--- src/rtl/core/ma_q16_pkg.sv ---
// package for the q16 moving average block
// holds sizes, the controller state type and the command and status structs
// no dependencies
package ma_q16_pkg;

	localparam int WINDOW   = 5;
	localparam int SAMPLE_W = 16;
	localparam int FRAC_W   = 16;
	localparam int AVG_W    = 32;
	localparam int SUM_W    = SAMPLE_W + $clog2(WINDOW + 1);
	localparam int SLOT_W   = (WINDOW > 1) ? $clog2(WINDOW) : 1;
	localparam int CNT_W    = $clog2(WINDOW + 1);
	localparam int DIV_W    = SUM_W + FRAC_W;
	localparam int STEP_W   = $clog2(DIV_W);

	typedef enum logic [4:0] {
		ST_IDLE = 5'b00001,
		ST_LOAD = 5'b00010,
		ST_PREP = 5'b00100,
		ST_DIV  = 5'b01000,
		ST_FIN  = 5'b10000
	} maq16_state_t;

	typedef struct packed {
		logic take;
		logic update;
		logic prep;
		logic step;
		logic finish;
	} maq16_cmd_t;

	typedef struct packed {
		logic div_last;
		logic out_free;
	} maq16_sts_t;

endpackage

--- src/rtl/core/maq16_if.sv ---
// request channels of the q16 moving average block
// depends on ma_q16_pkg for the field widths
interface maq16_sample_if import ma_q16_pkg::*; ();
	logic                       valid;
	logic                       ready;
	logic signed [SAMPLE_W-1:0] sample;

	modport source(output valid, output sample, input ready);
	modport sink(input valid, input sample, output ready);
endinterface

interface maq16_avg_if import ma_q16_pkg::*; ();
	logic                    valid;
	logic                    ready;
	logic signed [AVG_W-1:0] average;

	modport source(output valid, output average, input ready);
	modport sink(input valid, input average, output ready);
endinterface

--- src/rtl/core/moving_average_q16_unit.sv ---
// top level of the q16 moving average block
// depends on ma_q16_pkg, maq16_if, maq16_ctrl and maq16_dp
//
// Takes one signed 16-bit sample per request and returns one signed Q16.16
// mean of the last WINDOW samples (fewer while the window is still filling),
// truncated toward zero. One sample is worked on at a time: after acceptance the
// ring and running sum are updated, the dividend is prepared, the restoring
// divider produces one quotient bit per cycle and the result register is then
// loaded, waiting while an earlier average is still untaken. The next sample
// can be accepted once the controller is back in idle; the result register
// lets it be accepted while a finished average still waits to be taken.
module moving_average_q16_unit import ma_q16_pkg::*; (
	input logic                clk,
	input logic                arst_n,
	maq16_sample_if.sink       samples,
	maq16_avg_if.source        averages
);

	maq16_cmd_t cmd;
	maq16_sts_t sts;

	maq16_ctrl u_ctrl (
		.clk     (clk),
		.arst_n  (arst_n),
		.in_valid(samples.valid),
		.in_ready(samples.ready),
		.sts     (sts),
		.cmd     (cmd)
	);

	maq16_dp u_dp (
		.clk      (clk),
		.arst_n   (arst_n),
		.cmd      (cmd),
		.sts      (sts),
		.sample   (samples.sample),
		.avg_valid(averages.valid),
		.avg_ready(averages.ready),
		.average  (averages.average)
	);

endmodule

--- src/rtl/core/maq16_ram.sv ---
// generic single write port ram with registered read
// no dependencies
module maq16_ram #(
	parameter int WIDTH = 16,
	parameter int DEPTH = 5
) (
	input  logic                                     clk,
	input  logic                                     we,
	input  logic [((DEPTH > 1) ? $clog2(DEPTH) : 1)-1:0] waddr,
	input  logic [WIDTH-1:0]                         wdata,
	input  logic                                     re,
	input  logic [((DEPTH > 1) ? $clog2(DEPTH) : 1)-1:0] raddr,
	output logic [WIDTH-1:0]                         rdata
);

	logic [WIDTH-1:0] mem_q [DEPTH];

	always_ff @(posedge clk) begin
		if (we) begin
			mem_q[waddr] <= wdata;
		end
		if (re) begin
			rdata <= mem_q[raddr];
		end
	end

endmodule

--- src/rtl/core/maq16_ctrl.sv ---
// controller state machine of the q16 moving average block
// depends on ma_q16_pkg for the state type and command and status structs
module maq16_ctrl import ma_q16_pkg::*; (
	input  logic       clk,
	input  logic       arst_n,
	input  logic       in_valid,
	output logic       in_ready,
	input  maq16_sts_t sts,
	output maq16_cmd_t cmd
);

	maq16_state_t state_q, state_nxt;

	always_ff @(posedge clk or negedge arst_n) begin
		if (!arst_n) begin
			state_q <= ST_IDLE;
		end else begin
			state_q <= state_nxt;
		end
	end

	always_comb begin
		state_nxt  = state_q;
		cmd        = '0;
		in_ready   = 1'b0;
		unique case (state_q)
			ST_IDLE: begin
				in_ready = 1'b1;
				if (in_valid) begin
					cmd.take  = 1'b1;
					state_nxt = ST_LOAD;
				end
			end
			ST_LOAD: begin
				cmd.update = 1'b1;
				state_nxt  = ST_PREP;
			end
			ST_PREP: begin
				cmd.prep  = 1'b1;
				state_nxt = ST_DIV;
			end
			ST_DIV: begin
				cmd.step = 1'b1;
				if (sts.div_last) begin
					state_nxt = ST_FIN;
				end
			end
			ST_FIN: begin
				if (sts.out_free) begin
					cmd.finish = 1'b1;
					state_nxt  = ST_IDLE;
				end
			end
			default: begin
				state_nxt = ST_IDLE;
			end
		endcase
	end

endmodule

--- src/rtl/core/maq16_dp.sv ---
// datapath of the q16 moving average block: ring, running sum, divider, output register
// depends on ma_q16_pkg and maq16_ram
module maq16_dp import ma_q16_pkg::*; (
	input  logic                       clk,
	input  logic                       arst_n,
	input  maq16_cmd_t                 cmd,
	output maq16_sts_t                 sts,
	input  logic signed [SAMPLE_W-1:0] sample,
	output logic                       avg_valid,
	input  logic                       avg_ready,
	output logic signed [AVG_W-1:0]    average
);

	logic signed [SAMPLE_W-1:0] sample_q;
	logic [SAMPLE_W-1:0]        old_rd;
	logic signed [SUM_W-1:0]    sum_q;
	logic signed [SUM_W-1:0]    sub_v;
	logic signed [SUM_W-1:0]    sum_nxt;
	logic [SUM_W-1:0]           mag;
	logic [SLOT_W-1:0]          slot_q;
	logic [CNT_W-1:0]           count_q;
	logic                       full;
	logic                       neg_q;
	logic [DIV_W-1:0]           dvd_q;
	logic [DIV_W-1:0]           quo_res;
	logic [CNT_W-1:0]           rem_q;
	logic [CNT_W:0]             trial;
	logic [CNT_W:0]             diff;
	logic                       ge;
	logic [STEP_W-1:0]          step_q;
	logic                       out_valid_q;
	logic signed [AVG_W-1:0]    avg_q;

	maq16_ram #(
		.WIDTH(SAMPLE_W),
		.DEPTH(WINDOW)
	) u_ring (
		.clk  (clk),
		.we   (cmd.update),
		.waddr(slot_q),
		.wdata(sample_q),
		.re   (cmd.take),
		.raddr(slot_q),
		.rdata(old_rd)
	);

	assign full    = (count_q == CNT_W'(WINDOW));
	assign sub_v   = full ? SUM_W'($signed(old_rd)) : SUM_W'(0);
	assign sum_nxt = sum_q + SUM_W'(sample_q) - sub_v;
	assign mag     = sum_q[SUM_W-1] ? SUM_W'(-sum_q) : SUM_W'(sum_q);

	assign trial   = {rem_q, dvd_q[DIV_W-1]};
	assign ge      = (trial >= {1'b0, count_q});
	assign diff    = trial - {1'b0, count_q};
	assign quo_res = neg_q ? (~dvd_q + DIV_W'(1)) : dvd_q;

	assign sts.div_last = (step_q == STEP_W'(DIV_W - 1));
	assign sts.out_free = !out_valid_q || avg_ready;
	assign avg_valid    = out_valid_q;
	assign average      = avg_q;

	always_ff @(posedge clk) begin
		if (cmd.take) begin
			sample_q <= sample;
		end
		if (cmd.prep) begin
			neg_q <= sum_q[SUM_W-1];
			dvd_q <= {mag, FRAC_W'(0)};
			rem_q <= '0;
		end else if (cmd.step) begin
			dvd_q <= {dvd_q[DIV_W-2:0], ge};
			rem_q <= ge ? diff[CNT_W-1:0] : trial[CNT_W-1:0];
		end
		if (cmd.finish) begin
			avg_q <= quo_res[AVG_W-1:0];
		end
	end

	always_ff @(posedge clk or negedge arst_n) begin
		if (!arst_n) begin
			sum_q       <= '0;
			slot_q      <= '0;
			count_q     <= '0;
			step_q      <= '0;
			out_valid_q <= 1'b0;
		end else begin
			if (cmd.update) begin
				sum_q  <= sum_nxt;
				slot_q <= (slot_q == SLOT_W'(WINDOW - 1)) ? '0 : slot_q + 1'b1;
				if (!full) begin
					count_q <= count_q + 1'b1;
				end
			end
			if (cmd.prep) begin
				step_q <= '0;
			end else if (cmd.step) begin
				step_q <= step_q + 1'b1;
			end
			if (cmd.finish) begin
				out_valid_q <= 1'b1;
			end else if (avg_ready) begin
				out_valid_q <= 1'b0;
			end
		end
	end

	a_count_range: assert property (@(posedge clk) disable iff (!arst_n)
		count_q <= CNT_W'(WINDOW))
		else $error("fill count beyond window");

	a_slot_range: assert property (@(posedge clk) disable iff (!arst_n)
		slot_q <= SLOT_W'(WINDOW - 1))
		else $error("write slot beyond window");

	a_rem_below: assert property (@(posedge clk) disable iff (!arst_n)
		cmd.step |-> (rem_q < count_q))
		else $error("divider remainder not below count");

	a_count_nonzero: assert property (@(posedge clk) disable iff (!arst_n)
		cmd.update |=> (count_q != '0))
		else $error("zero divisor after update");

endmodule
--- src/flat_wrapper.sv ---
// flat-port wrapper written by rule: the top's interface ports become plain ports
module moving_average_q16_unit_flat import ma_q16_pkg::*;
  (clk, arst_n, samples_valid, samples_sample, samples_ready, averages_valid, averages_average, averages_ready);
  maq16_sample_if samples_i ();
  maq16_avg_if averages_i ();
  input logic clk;
  input logic arst_n;
  input wire logic [$bits(samples_i.valid)-1:0] samples_valid;
  input wire logic [$bits(samples_i.sample)-1:0] samples_sample;
  output wire logic [$bits(samples_i.ready)-1:0] samples_ready;
  output wire logic [$bits(averages_i.valid)-1:0] averages_valid;
  output wire logic [$bits(averages_i.average)-1:0] averages_average;
  input wire logic [$bits(averages_i.ready)-1:0] averages_ready;
  assign samples_i.valid = samples_valid;
  assign samples_i.sample = samples_sample;
  assign samples_ready = samples_i.ready;
  assign averages_valid = averages_i.valid;
  assign averages_average = averages_i.average;
  assign averages_i.ready = averages_ready;
  moving_average_q16_unit u_core (.clk(clk), .arst_n(arst_n), .samples(samples_i), .averages(averages_i));
endmodule
--- config.mk ---
export PLATFORM = sky130hd
export DESIGN_NAME = moving_average_q16_unit_flat
export DESIGN_NICKNAME = d
export VERILOG_FILES = /design/src/rtl/core/ma_q16_pkg.sv /design/src/rtl/core/maq16_if.sv /design/src/rtl/core/moving_average_q16_unit.sv /design/src/rtl/core/maq16_ram.sv /design/src/rtl/core/maq16_ctrl.sv /design/src/rtl/core/maq16_dp.sv /design/src/flat_wrapper.sv
export SDC_FILE = /design/constraint.sdc
export NUM_CORES = 1
export LEC_CHECK = 0
export ABC_AREA = 1
export BUFFER_PORTS_ARGS = -buffer_cell sky130_fd_sc_hd__buf_4
export CAP_MARGIN = 20
export CORE_MARGIN = 2
export CORE_UTILIZATION = 50
export CTS_CLUSTER_SIZE = 10
export DETAILED_ROUTE_END_ITERATION = 7
export PLACE_DENSITY = 0.65
export SETUP_SLACK_MARGIN = 0.1
export SYNTH_ARGS = -nofsm -noshare
export SYNTH_HDL_FRONTEND = slang
export SYNTH_SLANG_ARGS = --single-unit
--- constraint.sdc ---
create_clock -name clk -period 3.5 [get_ports clk]
set_input_delay 0.175 -clock clk [delete_from_list [all_inputs] [get_ports clk]]
set_output_delay 0.175 -clock clk [all_outputs]
set_load 0.05 [all_outputs]
==> results.sh <==
export IMPL_synth_seq_cells=220
export IMPL_critical_path_buf_inv_count=2
export IMPL_area_delta_synth_final_pct=15.07
export IMPL_syn_area_um2=11130
export IMPL_outcome="completed"
export IMPL_timing_final_ws_setup_ns=0.4229
export IMPL_ys_seq_area_share_pct=55.99
export IMPL_place_hpwl_mm=15.99
export IMPL_portBuffers=53
export IMPL_wl_per_cell_um=15.12
export IMPL_die_h_um=153.2
export IMPL_cpMostUsedCell="nand2_1"
export IMPL_grt_overflow=0
export IMPL_synth_compound_area_share_pct=7.610
export IMPL_hold_viol_final=0
export IMPL_arrival_ns=3.48
export IMPL_pre_cts_ws_ns=0.3085
export IMPL_fmaxAchievable_mhz=325.0
export IMPL_finalSetupViolCount=0
export IMPL_cts_max_level=1
export IMPL_tightest_slew_ns=0.8697
export IMPL_clk_path_buf_depth=3
export IMPL_antenna_found_initial=0
export IMPL_final_cell_mix="nand2_1 (256), inv_1 (167), edfxtp_1 (164)"
export IMPL_synth_area_top_cells="edfxtp_1 (44%), nand2_1 (8.7%), dfrtp_1 (8.1%)"
export IMPL_startpoint_type="flip-flop"
export IMPL_post_route_period_util_pct=87.92
export IMPL_start_util_pct=51.00
export IMPL_worstSetupPathType="reg2reg"
export IMPL_drive_gt1_share_pct=12.23
export IMPL_yosysWarningCount=0
export IMPL_synthArstFlopShare_pct=16.82
export IMPL_io_pins=54
export IMPL_maxSlewHeadroom_pct=41.96
export IMPL_slew_viol_final=0
export IMPL_synthAdderAreaFrac_pct=6.902
export IMPL_r2r_start="u_core.u_dp.count_q[1]"
export IMPL_cts_root_buffer="clkbuf_16"
export IMPL_vias=7740
export IMPL_cts_tree="built"
export IMPL_min_period_ns=3.077
export IMPL_finalSetupTns_ns=0
export IMPL_drtPass1Iterations=5
export IMPL_maxCapViolations=0
export IMPL_grt_first_pass_wirelength_mm=37.50
export IMPL_nets=1283
export IMPL_wirelength_mm=22.77
export IMPL_synthSimpleGateAreaFrac_pct=19.30
export IMPL_clkLatencyLatePin_ns=0.52
export IMPL_synthMuxAreaShare_pct=0.08993
export IMPL_nFillCells=1854
export IMPL_powerDensity_nw_per_um2=986.5
export IMPL_finalNonFillerCells=1506
export IMPL_die_w_um=153.2
export IMPL_die_area_um2=23470
export IMPL_synthDistinctLibCells=49
export IMPL_core_area_um2=21820
export IMPL_rsz0062_at_grt="no"
export IMPL_clock_sinks=220
export IMPL_synthXorXnorAreaFrac_pct=2.833
export IMPL_postSynthNetCount=1195
export IMPL_via_per_inst=5.139
export IMPL_clk_pin_slew_ns=0.06
export IMPL_endpoint_kind="flip-flop"
export IMPL_worst_path_max_delay_cell="fa_1"
export IMPL_path_cells="inv_1 -> ha_1 -> nand2_2 -> nor2_1 -> fa_1 -> inv_1 -> ha_1 -> a21oi_1 -> nand2_1 -> nand2_1 -> nand3_1 -> nand2_1 -> nand3_1 -> nand3_1 -> nand2_1"
export IMPL_syn_inst=1125
export IMPL_track_usage_pct=19.71
export IMPL_diodes=0
export IMPL_ir_worst_vdd_mv=0.5111
export IMPL_critPathTopFamily="simple AND/OR/NAND/NOR gates"
export IMPL_ant_nets=0
export IMPL_avgSynthCellArea_um2=9.894
export IMPL_stdcell_area_um2=12810
export IMPL_fin_util_pct=58.69
export IMPL_synth_flop_cell="edfxtp_1"
export IMPL_final_common_cell="nand2_1"
export IMPL_num_rows=54
export IMPL_synth_top_cell_by_area="edfxtp_1"
export IMPL_cts_setup_buffers=0
export IMPL_cp_max_fo=12
export IMPL_drtIter0Drc=324
export IMPL_power_leakage_uw=0.005431
export IMPL_routabilityCongestion=0.8716
export IMPL_crit_path_start="u_core.u_dp.count_q[1]"
export IMPL_synth_edf_count=164
export IMPL_cts_buffers=26
export IMPL_required_ns=3.90
export IMPL_grt_start_max_net_pins=39
export IMPL_placed_cell_area_um2=11850
export IMPL_fin_worst_skew_ns=0.01328
export IMPL_dp_cells=1446
export IMPL_hold_path_class="in2async"
export IMPL_grt_pass1_vias=7568
export IMPL_drc=0
export IMPL_cpPeakStageDelay_ns=0.50
export IMPL_post_synth_top_area_fraction_pct=44.24
export IMPL_synth_top_family_by_area="simple AND/OR/NAND/NOR gates"
==> worst paths after layout <==
kind	end	slack, ns	cells after the start
worst min register to register	u_core.u_dp.average[0]	0.47	0
worst min-delay path	u_core.u_dp.sum_q[17]	0.15	2
min in group clk	u_core.u_dp.sample_q[11]	0.38	2
worst max-delay path	u_core.u_dp.sum_q[13]	0.42	15
max in group asynchronous	u_core.u_ctrl.state_q[0]	2.98	2
worst max register to register	u_core.u_dp.sum_q[13]	0.42	15
==> layer usage <==
metal | track usage, % | part of all wire [%]
met2 | 34.27 | 48
met5 | 0 | 0
met1 | 26.27 | 46
met4 | 5.159 | 2.3
met3 | 2.523 | 3.5
==> cells in the mapped netlist, types with 19 or more instances <==
cell / number
xor2_1: 31
dfxtp_1: 19
o21ai_0: 47
dfrtp_1: 36
a21oi_1: 30
fa_1: 19
ha_1: 31
inv_1: 167
nand3_1: 69
nand2_1: 257
edfxtp_1: 164
nor2_1: 95
==> what timing repair did <==
action | CTS | global route
gates resized for setup | 0 | 2
hold endpoints to repair | 55 | 0
hold buffers | 19 | 0
endpoints found under the setup margin | 0 | 10
==> flip-flops by register name, summed over array words and instances, names as in the netlist, 3 cells and up <==
name / cells
u_core.u_dp.u_ring.mem_q: 80
u_core.u_dp.dvd_q: 35
u_core.u_dp.average: 32
u_core.u_dp.sum_q: 19
u_core.u_dp.sample_q: 16
u_core.u_dp.u_ring.rdata: 16
u_core.u_dp.step_q: 6
u_core.u_ctrl.state_q: 5
u_core.u_dp.count_q: 3
u_core.u_dp.rem_q: 3
u_core.u_dp.slot_q: 3
==> cells by family after synthesis <==
kind of cell,count (synthesis)
XOR/XNOR,36
buffers and inverters,199
flip-flops,220
adder cells (fa/ha/maj),50
AO/OA/AOI/OAI,131
AND/OR/NAND/NOR,488
multiplexers,1
==> worst reg2reg max path: stages, from the launching register on <==
cell	delay, ns
dfrtp_1	0.39
inv_1	0.09
ha_1	0.20
nand2_2	0.23
nor2_1	0.10
fa_1	0.50
inv_1	0.05
ha_1	0.36
a21oi_1	0.27
nand2_1	0.08
nand2_1	0.06
nand3_1	0.19
nand2_1	0.15
nand3_1	0.08
nand3_1	0.13
nand2_1	0.07
==> cell type report <==
type	count	area, µm²	share of cell area, %
flip-flops and latches	220	6232	48.66
clock buffers	40	734.5	5.734
inverters	175	659.4	5.148
clock inverters	1	30.03	0.2344
well taps	280	350.3	2.735
multi-input cells	706	4124	32.20
repair buffers	84	678.2	5.295
==> power by group <==
part	internal, µW	switching [µW]	total, µW
clock network	1490	949	2440
registers	3710	535	4250
logic	2050	3900	5950
total	7250	5380	12600
==> stage by stage <==
step | total power (µW) | hold WS [ns]
after floorplan | 8710 | -0.1206
after global placement | 10110 | 0.1625
after detailed placement | 10190 | 0.1612
after CTS | 12680 | 0.1495
after global routing | 13770 | 0.1980
final | 12640 | 0.1464
Note: power is estimated with default switching activity, not from simulation.
